<file path="src/design/nlp_pkg.sv">
`timescale 1ns / 1ps
// Shared types and constants for the next lexicographic permutation block.
// Depends on nothing; every other file imports it.
package nlp_pkg;

   localparam int MaxLenDefault      = 16;
   localparam int ElementBitsDefault = 16;

   // Slot index field in the queue: wide enough for the largest supported length.
   localparam int SlotBits   = 7;
   localparam int QueueDepth = 2;
   localparam int QPtrBits   = $clog2(QueueDepth);
   localparam int QCntBits   = $clog2(QueueDepth + 1);

   typedef struct packed {
      logic [15:0] element_value;
      logic        is_last;
   } nlp_req_type;

   typedef struct packed {
      logic [15:0] out_value;
      logic [3:0]  out_position;
      logic        out_last;
      logic        has_next;
   } nlp_rsp_type;

   // One classified beat handed from the front to the back.
   typedef struct packed {
      logic [15:0]         value;
      logic [SlotBits-1:0] slot;
      logic                keep;
      logic                last;
   } nlp_cmd_type;

   typedef struct packed {
      logic full;
      logic not_empty;
   } nlp_qstat_type;

   typedef enum logic [3:0] {
      ST_IDLE,
      ST_SCAN_RD,
      ST_SCAN_CMP,
      ST_FIND_RD,
      ST_FIND_CMP,
      ST_SWAP_WR,
      ST_REV_RD,
      ST_REV_WR_LO,
      ST_REV_WR_HI,
      ST_EMIT_RD,
      ST_EMIT
   } nlp_state_type;

endpackage

</file>
<file path="src/design/nlp_front.sv">
`timescale 1ns / 1ps
// Front end: accepts input beats, assigns store slots, flags overflow beats.
// Depends on nlp_pkg.
module nlp_front #(
   parameter int MAX_LEN = nlp_pkg::MaxLenDefault
) (
   input  logic                 clock,
   input  logic                 reset,
   input  logic                 accept,
   input  nlp_pkg::nlp_req_type req,
   output logic                 push,
   output nlp_pkg::nlp_cmd_type cmd
);
   import nlp_pkg::*;

   localparam int CntBits = $clog2(MAX_LEN + 1);

   logic [CntBits-1:0] count_ff, count_in;
   logic               keep;

   assign keep = count_ff < CntBits'(MAX_LEN);
   assign push = accept;

   always_comb begin
      cmd.value = req.element_value;
      cmd.slot  = SlotBits'(count_ff);
      cmd.keep  = keep;
      cmd.last  = req.is_last;
   end

   // Advance the fill count on stored beats; restart after the last beat.
   always_comb begin
      count_in = count_ff;
      if (accept) begin
         if (req.is_last) begin
            count_in = '0;
         end else if (keep) begin
            count_in = count_ff + 1'b1;
         end
      end
   end

   always_ff @(posedge clock) begin
      if (reset) begin
         count_ff <= '0;
      end else begin
         count_ff <= count_in;
      end
   end

endmodule

</file>
<file path="src/design/nlp_queue.sv">
`timescale 1ns / 1ps
// Short FIFO between front and back so that each side stalls on its own.
// Depends on nlp_pkg.
module nlp_queue (
   input  logic                   clock,
   input  logic                   reset,
   input  logic                   push,
   input  nlp_pkg::nlp_cmd_type   push_cmd,
   input  logic                   pop,
   output nlp_pkg::nlp_cmd_type   head_cmd,
   output nlp_pkg::nlp_qstat_type stat
);
   import nlp_pkg::*;

   nlp_cmd_type         entries_ff [QueueDepth];
   logic [QPtrBits-1:0] wr_ptr_ff, wr_ptr_in;
   logic [QPtrBits-1:0] rd_ptr_ff, rd_ptr_in;
   logic [QCntBits-1:0] cnt_ff, cnt_in;
   logic                do_push, do_pop;

   assign stat.full      = cnt_ff == QCntBits'(QueueDepth);
   assign stat.not_empty = cnt_ff != '0;
   assign do_push        = push && !stat.full;
   assign do_pop         = pop && stat.not_empty;
   assign head_cmd       = entries_ff[rd_ptr_ff];

   always_comb begin
      wr_ptr_in = wr_ptr_ff;
      rd_ptr_in = rd_ptr_ff;
      cnt_in    = cnt_ff;
      if (do_push) begin
         wr_ptr_in = (32'(wr_ptr_ff) == QueueDepth - 1) ? '0 : wr_ptr_ff + 1'b1;
      end
      if (do_pop) begin
         rd_ptr_in = (32'(rd_ptr_ff) == QueueDepth - 1) ? '0 : rd_ptr_ff + 1'b1;
      end
      if (do_push && !do_pop) begin
         cnt_in = cnt_ff + 1'b1;
      end else if (do_pop && !do_push) begin
         cnt_in = cnt_ff - 1'b1;
      end
   end

   always_ff @(posedge clock) begin
      if (reset) begin
         wr_ptr_ff <= '0;
         rd_ptr_ff <= '0;
         cnt_ff    <= '0;
      end else begin
         wr_ptr_ff <= wr_ptr_in;
         rd_ptr_ff <= rd_ptr_in;
         cnt_ff    <= cnt_in;
      end
   end

   always_ff @(posedge clock) begin
      if (do_push) begin
         entries_ff[wr_ptr_ff] <= push_cmd;
      end
   end

endmodule

</file>
<file path="src/design/nlp_back.sv">
`timescale 1ns / 1ps
// Back end: sequence store, permutation step sequencer and result emitter.
// Depends on nlp_pkg.
module nlp_back #(
   parameter int MAX_LEN      = nlp_pkg::MaxLenDefault,
   parameter int ELEMENT_BITS = nlp_pkg::ElementBitsDefault
) (
   input  logic                   clock,
   input  logic                   reset,
   input  nlp_pkg::nlp_qstat_type qstat,
   input  nlp_pkg::nlp_cmd_type   head_cmd,
   output logic                   pop,
   output logic                   rsp_strobe,
   output nlp_pkg::nlp_rsp_type   rsp_data
);
   import nlp_pkg::*;

   localparam int AddrBits = $clog2(MAX_LEN);
   localparam int CntBits  = $clog2(MAX_LEN + 1);

   logic [ELEMENT_BITS-1:0] store_ff [MAX_LEN];
   logic [ELEMENT_BITS-1:0] rd_a_ff, rd_b_ff;
   logic [AddrBits-1:0]     rd_addr_a, rd_addr_b, wr_addr;
   logic [ELEMENT_BITS-1:0] wr_data;
   logic                    wr_en;

   nlp_state_type           state_ff, state_in;
   logic [CntBits-1:0]      n_ff, n_in, n_head;
   logic [AddrBits-1:0]     j_ff, j_in;
   logic [AddrBits-1:0]     k_ff, k_in;
   logic [AddrBits-1:0]     lo_ff, lo_in;
   logic [AddrBits-1:0]     hi_ff, hi_in;
   logic [AddrBits-1:0]     idx_ff, idx_in;
   logic [ELEMENT_BITS-1:0] piv_val_ff, piv_val_in;
   logic                    more_ff, more_in;
   logic                    strobe_ff, strobe_in;
   nlp_rsp_type             rsp_ff, rsp_in;
   logic [AddrBits-1:0]     last_addr;

   assign n_head    = CntBits'(head_cmd.slot) + CntBits'(head_cmd.keep);
   assign last_addr = AddrBits'(n_ff - 1'b1);

   always_comb begin
      state_in   = state_ff;
      n_in       = n_ff;
      j_in       = j_ff;
      k_in       = k_ff;
      lo_in      = lo_ff;
      hi_in      = hi_ff;
      idx_in     = idx_ff;
      piv_val_in = piv_val_ff;
      more_in    = more_ff;
      strobe_in  = 1'b0;
      rsp_in     = rsp_ff;
      pop        = 1'b0;
      wr_en      = 1'b0;
      wr_addr    = AddrBits'(head_cmd.slot);
      wr_data    = ELEMENT_BITS'(head_cmd.value);
      rd_addr_a  = j_ff;
      rd_addr_b  = AddrBits'(j_ff + 1'b1);
      case (state_ff)
         ST_IDLE: begin
            if (qstat.not_empty) begin
               pop   = 1'b1;
               wr_en = head_cmd.keep;
               if (head_cmd.last) begin
                  n_in   = n_head;
                  idx_in = '0;
                  if (n_head < CntBits'(2)) begin
                     more_in  = 1'b0;
                     state_in = ST_EMIT_RD;
                  end else begin
                     j_in     = AddrBits'(n_head - CntBits'(2));
                     state_in = ST_SCAN_RD;
                  end
               end
            end
         end
         ST_SCAN_RD: begin
            state_in = ST_SCAN_CMP;
         end
         ST_SCAN_CMP: begin
            if (rd_a_ff >= rd_b_ff) begin
               if (j_ff == '0) begin
                  more_in  = 1'b0;
                  state_in = ST_EMIT_RD;
               end else begin
                  j_in     = j_ff - 1'b1;
                  state_in = ST_SCAN_RD;
               end
            end else begin
               piv_val_in = rd_a_ff;
               k_in       = last_addr;
               state_in   = ST_FIND_RD;
            end
         end
         ST_FIND_RD: begin
            rd_addr_a = k_ff;
            state_in  = ST_FIND_CMP;
         end
         ST_FIND_CMP: begin
            if (piv_val_ff >= rd_a_ff) begin
               k_in     = k_ff - 1'b1;
               state_in = ST_FIND_RD;
            end else begin
               wr_en    = 1'b1;
               wr_addr  = j_ff;
               wr_data  = rd_a_ff;
               state_in = ST_SWAP_WR;
            end
         end
         ST_SWAP_WR: begin
            wr_en    = 1'b1;
            wr_addr  = k_ff;
            wr_data  = piv_val_ff;
            more_in  = 1'b1;
            lo_in    = AddrBits'(j_ff + 1'b1);
            hi_in    = last_addr;
            state_in = ST_REV_RD;
         end
         ST_REV_RD: begin
            rd_addr_a = lo_ff;
            rd_addr_b = hi_ff;
            if (lo_ff < hi_ff) begin
               state_in = ST_REV_WR_LO;
            end else begin
               state_in = ST_EMIT_RD;
            end
         end
         ST_REV_WR_LO: begin
            // Hold the old low entry on read port a for the high write.
            rd_addr_a = lo_ff;
            wr_en     = 1'b1;
            wr_addr   = lo_ff;
            wr_data   = rd_b_ff;
            state_in  = ST_REV_WR_HI;
         end
         ST_REV_WR_HI: begin
            wr_en    = 1'b1;
            wr_addr  = hi_ff;
            wr_data  = rd_a_ff;
            lo_in    = lo_ff + 1'b1;
            hi_in    = hi_ff - 1'b1;
            state_in = ST_REV_RD;
         end
         ST_EMIT_RD: begin
            rd_addr_a = idx_ff;
            state_in  = ST_EMIT;
         end
         ST_EMIT: begin
            rd_addr_a           = AddrBits'(idx_ff + 1'b1);
            strobe_in           = 1'b1;
            rsp_in.out_value    = 16'(rd_a_ff);
            rsp_in.out_position = 4'(idx_ff);
            rsp_in.out_last     = idx_ff == last_addr;
            rsp_in.has_next     = more_ff;
            if (idx_ff == last_addr) begin
               state_in = ST_IDLE;
            end else begin
               idx_in = idx_ff + 1'b1;
            end
         end
         default: begin
            state_in = ST_IDLE;
         end
      endcase
   end

   always_ff @(posedge clock) begin
      if (reset) begin
         state_ff  <= ST_IDLE;
         strobe_ff <= 1'b0;
      end else begin
         state_ff  <= state_in;
         strobe_ff <= strobe_in;
      end
   end

   always_ff @(posedge clock) begin
      n_ff       <= n_in;
      j_ff       <= j_in;
      k_ff       <= k_in;
      lo_ff      <= lo_in;
      hi_ff      <= hi_in;
      idx_ff     <= idx_in;
      piv_val_ff <= piv_val_in;
      more_ff    <= more_in;
      rsp_ff     <= rsp_in;
   end

   // Sequence store: one write port, two registered read ports.
   always_ff @(posedge clock) begin
      if (wr_en) begin
         store_ff[wr_addr] <= wr_data;
      end
      rd_a_ff <= store_ff[rd_addr_a];
      rd_b_ff <= store_ff[rd_addr_b];
   end

   assign rsp_strobe = strobe_ff;
   assign rsp_data   = rsp_ff;

endmodule

</file>
<file path="src/design/next_lexicographic_permutation.sv">
`timescale 1ns / 1ps
// Top level of the next lexicographic permutation block.
// Depends on nlp_pkg, nlp_front, nlp_queue and nlp_back.
//
// Feed a sequence one element per beat (start high while busy is low) and
// mark its final element with is_last. That beat replaces the stored sequence
// with its next permutation in ascending lexicographic order (duplicates
// allowed) and then streams every element out, one beat per cycle on
// rsp_strobe, with its position, a last marker and has_next, which is 0 when
// the sequence was already the final permutation and is emitted unchanged.
// Elements beyond MAX_LEN are dropped; the step then runs on the stored ones.
// The receiver cannot stall: each result is flagged by rsp_strobe for one cycle
// only, so sample it whenever rsp_strobe is high. Element beats load at one
// per cycle through a two-entry queue; busy rises only when that queue is
// full while the back end works on a step. Once the last beat leaves the queue,
// a step scans for the pivot, tests candidates for the swap partner from the
// end, swaps the two, reverses the suffix one exchanged pair at a time and
// then emits; the sequence store, with one write port and two registered
// read ports, reads two entries and writes one per cycle.
module next_lexicographic_permutation #(
   parameter int MAX_LEN      = nlp_pkg::MaxLenDefault,
   parameter int ELEMENT_BITS = nlp_pkg::ElementBitsDefault
) (
   input  logic                 clock,
   input  logic                 reset,
   input  logic                 start,
   output logic                 busy,
   input  nlp_pkg::nlp_req_type req_data,
   output logic                 rsp_strobe,
   output nlp_pkg::nlp_rsp_type rsp_data
);
   import nlp_pkg::*;

   logic          accept;
   logic          push;
   logic          pop;
   nlp_cmd_type   push_cmd;
   nlp_cmd_type   head_cmd;
   nlp_qstat_type qstat;

   // Take a beat whenever the queue has room.
   assign busy   = qstat.full;
   assign accept = start && !busy;

   // Assign slots and flag overflow elements.
   nlp_front #(
      .MAX_LEN (MAX_LEN)
   ) u_front (
      .clock  (clock),
      .reset  (reset),
      .accept (accept),
      .req    (req_data),
      .push   (push),
      .cmd    (push_cmd)
   );

   // Decouple loading from the permutation step.
   nlp_queue u_queue (
      .clock    (clock),
      .reset    (reset),
      .push     (push),
      .push_cmd (push_cmd),
      .pop      (pop),
      .head_cmd (head_cmd),
      .stat     (qstat)
   );

   // Store, permute and emit.
   nlp_back #(
      .MAX_LEN      (MAX_LEN),
      .ELEMENT_BITS (ELEMENT_BITS)
   ) u_back (
      .clock      (clock),
      .reset      (reset),
      .qstat      (qstat),
      .head_cmd   (head_cmd),
      .pop        (pop),
      .rsp_strobe (rsp_strobe),
      .rsp_data   (rsp_data)
   );

endmodule
</file>
<file path="config.mk">
export PLATFORM = sky130hd
export DESIGN_NAME = next_lexicographic_permutation
export DESIGN_NICKNAME = d
export VERILOG_FILES = /design/src/design/nlp_pkg.sv /design/src/design/nlp_front.sv /design/src/design/nlp_queue.sv /design/src/design/nlp_back.sv /design/src/design/next_lexicographic_permutation.sv
export SDC_FILE = /design/constraint.sdc
export NUM_CORES = 1
export LEC_CHECK = 0
export BUFFER_PORTS_ARGS = -buffer_cell sky130_fd_sc_hd__buf_2
export CAP_MARGIN = 20
export CORE_ASPECT_RATIO = 1.4
export CORE_MARGIN = 1.5
export CORE_UTILIZATION = 40
export CTS_CLUSTER_DIAMETER = 40
export DETAILED_ROUTE_END_ITERATION = 10
export PLACE_DENSITY = 0.62
export SYNTH_ARGS = -nofsm -noshare
export SYNTH_HDL_FRONTEND = slang
export SYNTH_SLANG_ARGS = --single-unit
</file>
<file path="constraint.sdc">
create_clock -name clock -period 10.16 [get_ports clock]
set_input_delay 0.508 -clock clock [delete_from_list [all_inputs] [get_ports clock]]
set_output_delay 0.508 -clock clock [all_outputs]
set_load 0.005 [all_outputs]
</file>
==> results_dict.tcl, run 1 <==
set metrics [dict create \
    status "complete, no violations" \
    cp_max_fo 71 \
    grt_pass1_wl_mm 78.7 \
    start_util 0.405 \
    post_synth_num_cell_types 67 \
    fillers 4205 \
    synth_nets 1466 \
    netlist_area_um2 19400 \
    holdCritPathClass "input pin to register" \
    dp_hpwl_mm 33.2 \
    synth.ff_latch_count 412 \
    slew_headroom 0.290 \
    yosysMostFrequentCell "edfxtp_1" \
    post-cts-setup-buffers 0 \
    setup_viol 0 \
    synth_commonest_cells "edfxtp_1 (365), nand2_1 (166), mux2i_1 (141), nand3_1 (69), mux4_2 (64)" \
    dieArea_um2 50000 \
    yosys.area.top_type "edfxtp_1" \
    multi_input_area_um2 7040 \
    antenna_found_initial 0 \
    worstMarginPinSlew_ps 1060 \
    start_kind "register" \
    drive_gt1_frac 0.175 \
    peakVddDrop_mv 0.204 \
    rsz0062_at_grt "false" \
    cts_root_buf "clkbuf_16" \
    fin_cells 2118 \
    cts_resized 0 \
    ant_nets 0 \
    cts_hold_buf 0 \
    drc 0 \
    clock_skew_ps 19.6 \
    post_drt_wl_per_cell_um 24.9 \
    yosysWarnings 0 \
    clockBufferDepth 3 \
    crit_type "register to register" \
    arrival_ps 4910 \
    dp.cells 2040 \
    syn_inst 1399 \
    port_buffers 43 \
    ys_seq_area_frac 0.612 \
    clock_latency_ps 560 \
    vias 12500 \
    cap_violations 0 \
    finalSetupTns_ps 0 \
    die_height_um 264 \
    grt_overflow_total 0 \
    critical_path.endpoint_type "register" \
    synthTopCellsByArea "edfxtp_1 (56%), mux4_2 (7.4%), mux2i_1 (7.3%)" \
    synthFlopType "edfxtp_1" \
    grt_use_met3 0.0231 \
    cts_sinks 412 \
    synth_edf_count 365 \
    grt_pass1_vias 12400 \
    final_cell_area_um2 22000 \
    post-route-min-period_ps 4500 \
    placed_cell_area_um2 20600 \
    drv_slew 0 \
    finalCritPeriodShare 0.443 \
    layout_setup_ws_ps 5660 \
    clkTransAtPathRegs_ps 60 \
    cts_buffers 43 \
    ios 44 \
    rr_worst_depth 8 \
    hold_viol 0 \
    busiest_layer "met2" \
    wl_mm 52.8 \
    max_freq_mhz 222 \
    synthArstFlopShare 0 \
    grt_max_degree 81 \
    yosysTopAreaCellShare 0.564 \
    h-tree-depth 2 \
    powerDensity_nw_per_um2 317 \
    ff_latch_area_um2 11900 \
    core_area_um2 48000 \
    grt_util_met1 0.267 \
    drt-initial-drc-count 1322 \
    drt_pre_antenna_iters 6 \
    use_met2 0.362 \
    grtUsageTotal 0.211 \
    syn_avg_cell_area_um2 13.9 \
    rows 95 \
    totalPowerFinal_mw 6.97 \
    cts_tree "built" \
    crit_required_ps 10570 \
    diodes 0 \
    holdPathStages 1 \
    gp_congestion 0.877 \
    die_w_um 189 \
    syn_to_final_growth_pct 13.0 \
    power.leakage_nw 7.91 \
    via_per_inst 5.89 \
    num-nets-final 1523 \
    pre_cts_slack_ps 5740 \
]
routing by layer:
metal | routed length [um] | share of wire
met3 | 3390 | 0.064
met5 | 0 | 0
met1 | 20500 | 0.39
met2 | 26600 | 0.50
met4 | 2320 | 0.044
area by class of cell:
| type | instances | area share |
|---|---|---|
| flip-flops and latches | 412 | 0.541 |
| multi-input cells | 846 | 0.320 |
| clock buffers | 56 | 0.0554 |
| well taps | 630 | 0.0359 |
| repair buffers | 94 | 0.0290 |
| inverters | 59 | 0.0101 |
| clock inverters | 21 | 0.00808 |
cell usage in the layout (no fill, tap or decap), drive strengths merged, types with 4 or more instances in the layout:
cell      count
edfxtp      365
nand2       166
mux2i       141
buf          94
nand3        70
mux4         64
inv          62
clkbuf       56
ha           47
dfxtp        47
a21oi        41
o21ai        41
nor2         39
nor3         25
a221oi       21
a222oi       18
xnor2        16
a32o         16
a311o        16
xor2         12
clkinv       10
nand2b        8
nand3b        8
nor2b         8
a211oi        7
nand4         7
a21o          6
a22oi         6
clkinvlp      6
or2           5
nor3b         4
and2          4
o221ai        4
and3          4
state kept, by name, summed over array words and instances (netlist names), 2 cells and up, named ones only:
name                cells
u_back.hi_ff            4
u_back.idx_ff           4
u_back.j_ff             4
u_back.k_ff             4
u_back.lo_ff            4
u_back.n_ff             4
u_back.piv_val_ff      16
u_back.rd_a_ff         16
u_back.rd_b_ff         16
u_back.rsp_data        22
u_back.state_ff         4
u_back.store_ff       256
u_front.count_ff        5
u_queue.cnt_ff          2
u_queue.entries_ff     46
where the power goes:
part | switching, mW | internal [mW] | leakage [nW]
Combinational | 1.77 | 1.12 | 3.54
Clock | 0.660 | 0.898 | 0.667
Sequential | 0.225 | 2.30 | 3.70
worst max-delay path: stages (launching register included):
cell	delay [ps]
dfxtp_1	900
o21ai_0	270
o221ai_1	350
and3_4	790
buf_4	880
mux2i_1	290
mux2i_1	100
a32o_1	250
a311o_1	390
worst paths after layout:
path,slack (ps),start,end
max,5660,u_back.state_ff[1],u_back.rd_a_ff[10]
min,140,req_data[1],u_queue.entries_ff[1][7]
max reg2reg,5660,u_back.state_ff[1],u_back.rd_a_ff[10]
min reg2reg,430,u_back.more_ff,u_back.rsp_data[0]
metrics by stage:
stage          hold WS [ps]  utilization
2_1_floorplan           400            -
3_5_place_dp            408        0.429
5_1_grt                 130        0.458
3_3_place_gp            404        0.428
6_report                136        0.458
4_1_cts                 117        0.458
cell families after synthesis:
logic type | synth area share
AND/OR/NAND/NOR | 0.0875
adder cells (fa/ha/maj) | 0.0302
AO/OA/AOI/OAI | 0.0766
flip-flops | 0.612
XOR/XNOR | 0.0126
buffers and inverters | 0.0334
multiplexers | 0.148
(Power assumes the default switching activity.)
==> inputs of run 2 (changes only) <==
Settings changed: ABC_AREA from default to 1.
Clock period 10.16 ns to 4.6 ns, I/O delays scaled along.
==> results_dict.tcl, run 2 <==
set metrics [dict create \
    status "complete, no violations" \
    die_height_um 273 \
    timing.hold.ws_ps 396 \
    crit_type "register to register" \
    post-route-min-period_ps 3670 \
    synthArstFlopShare 0 \
    ios 44 \
    critPathLaunch "u_back.rd_a_ff[15]" \
    clockPowerShare 0.213 \
    wl_mm 64.9 \
    rows 98 \
    arrival_ps 3860 \
    layout_common_cells "nand2_1 (404), nand3_1 (368), edfxtp_1 (365)" \
    synthFlopType "edfxtp_1" \
    cp_num_buf_inv 2 \
    slew_headroom 0.264 \
    crit_path_end "u_back.store_ff[10][5]" \
    crit_family "simple AND/OR/NAND/NOR gates" \
    holdCritPathClass "input pin to register" \
    pre_cts_slack_ps 1010 \
    ant_nets 0 \
    synth_commonest_cells "nand2_1 (405), nand3_1 (370), edfxtp_1 (365), inv_1 (300), o21ai_0 (117)" \
    dieArea_um2 53600 \
    gp_congestion 0.923 \
    net-switching-power_mw 8.57 \
    synth_edf_count 365 \
    start_util 0.407 \
    combPwrFrac 0.491 \
    synth_nets 2273 \
    synthTopCellsByArea "edfxtp_1 (52%), nand3_1 (8.9%), nand2_1 (7.3%)" \
    die_w_um 196 \
    crit_required_ps 4790 \
    drt_pre_antenna_iters 6 \
    layout_setup_ws_ps 927 \
    yosysMostFrequentCell "nand2_1" \
    drt-initial-drc-count 1614 \
    totalPowerFinal_mw 18.9 \
    yosys.area.top_type "edfxtp_1" \
    critical_path.endpoint_type "register" \
    layout_commonest_cell "nand2_1" \
    finalCritPeriodShare 0.798 \
    syn_to_final_growth_pct 14.6 \
    grt_pass1_vias 16700 \
    critPathMaxStageDelay_ps 890 \
    cp_cell_sequence "inv_1 -> ha_1 -> a21oi_1 -> o21ai_0 -> nor2_1 -> nand3_1 -> nand3_1 -> inv_1 -> nor2_1 -> nand3_1 -> nor2_2" \
    setup_viol 0 \
    yosysTopAreaCellShare 0.525 \
    grt_pass1_wl_mm 98.3 \
    hold_viol 0 \
    drive_gt1_frac 0.106 \
    cpMaxStageDelayCell "nor2_2" \
    dp_hpwl_mm 42.3 \
    cts_buffers 46 \
    power.leakage_nw 9.66 \
    rr_worst_depth 11 \
    clkTransAtPathRegs_ps 70 \
    reg2reg_to "u_back.store_ff[10][5]" \
    cts_sinks 412 \
    clockBufferDepth 3 \
    port_buffers 43 \
    largest_register_ffs 256 \
    max_freq_mhz 272 \
    antenna_found_initial 4 \
    r2r_slack_ps 930 \
    peakVddDrop_mv 0.373 \
    cap_violations 0 \
    post_synth_num_cell_types 41 \
    clock_skew_ps 25.9 \
    path_common_cell "nand3_1" \
    num-nets-final 2331 \
    cts_tree "built" \
    powerDensity_nw_per_um2 790 \
    synth.ff_latch_count 412 \
    rsz0062_at_grt "false" \
    grtUsageTotal 0.240 \
    ys_seq_area_frac 0.570 \
    drv_slew 0 \
    multi_input_area_um2 7400 \
    cp_num_cells 11 \
    ff_latch_area_um2 11900 \
    grt_overflow_total 0 \
    seqPwrFrac 0.297 \
    h-tree-depth 2 \
    worstMarginPinSlew_ps 1100 \
    cts_root_buf "clkbuf_16" \
    swShare 0.453 \
    post-cts-setup-buffers 0 \
    start_kind "register" \
    syn_avg_cell_area_um2 9.47 \
    fillers 4712 \
    syn_inst 2206 \
    cp_max_fo 16 \
    drc 0 \
    grt_max_degree 129 \
    via_per_inst 5.71 \
    r2r-start "u_back.rd_a_ff[15]" \
    finalSetupTns_ps 0 \
    largest-register "u_back.store_ff" \
    core_area_um2 51400 \
    vias 16900 \
    min_from "req_data[7]" \
    yosysWarnings 0 \
    post_drt_wl_per_cell_um 22.0 \
    netlist_area_um2 20900 \
    intPower_mw 10.4 \
    clock_latency_ps 580 \
]
==> run 2: cell count changes after synthesis, sizes merged, moves of 69 or more <==
cell    before  now
mux2i      141   14
inv         59  306
o21ai       41  124
nand3       70  370
nor2        39  108
nand2      166  409
o211ai       3  104
==> run 2: cell families (layout without fill, tap and decap cells) <==
family,after synthesis,in the layout,share of synthesized area
mux,14,14,0.00671
simple gates,979,979,0.215
compound gates,313,313,0.0922
buf+inv,426,522,0.0824
other cells,0,2,0
flops,412,412,0.570
xor+xnor,15,15,0.00629
fa+ha+maj,47,47,0.0281
==> run 2: worst min path at each step <==
stage	to	slack, ps	cells past startpoint
after CTS	u_queue.entries_ff[1][9]	370	2
after global routing	u_queue.entries_ff[0][12]	400	2
after detailed placement	u_back.rsp_data[0]	420	0
after global placement	u_back.rsp_data[0]	410	0
final	u_queue.entries_ff[0][13]	400	2
after floorplan	u_back.state_ff[3]	300	1
==> run 2: per-stage QoR <==
stage,utilization,area (um^2),cells
after global placement,0.429,22100,2843
after CTS,0.466,23900,2949
after floorplan,-,20900,2206
after global routing,0.466,23900,2952
after detailed placement,0.430,22100,2845
final,0.466,23900,2954
==> run 2: layout make-up <==
type,count,area share
clock inverters,36,0.0205
inverters,307,0.0481
multi-input cells,1368,0.309
diodes,2,0.000209
repair buffers,129,0.0425
clock buffers,50,0.0487
well taps,650,0.0340
flip-flops and latches,412,0.497
==> run 2: timing repair <==
| action | 4_1_cts | 5_1_grt |
|---|---|---|
| hold buffers | 18 | 0 |
| endpoints found under the hold margin | 39 | 0 |
| resized for setup | 0 | 0 |
==> run 2: worst register-to-register path, cell delays in order (launching register included) <==
cell,delay (ps)
dfxtp_1,410
inv_1,70
ha_1,310
a21oi_1,160
o21ai_0,90
nor2_1,500
nand3_1,290
nand3_1,170
inv_1,50
nor2_1,130
nand3_1,210
nor2_2,890
==> run 2: metal layers <==
metal,routed length (um),part of all wire,global-route usage
met4,3640,0.056,0.136
met1,24300,0.37,0.289
met3,4930,0.076,0.0352
met2,32000,0.49,0.412
met5,14,0.00022,0
==> run 2: power groups by stage <==
stage,logic (mW),clock network (mW),registers (mW)
floorplan,5.81,0,5.55
global placement,8.95,0,5.66
detailed placement,9.05,0,5.68
CTS,9.11,4.07,5.61
global route,10.1,4.20,5.66
finish,9.29,4.03,5.61
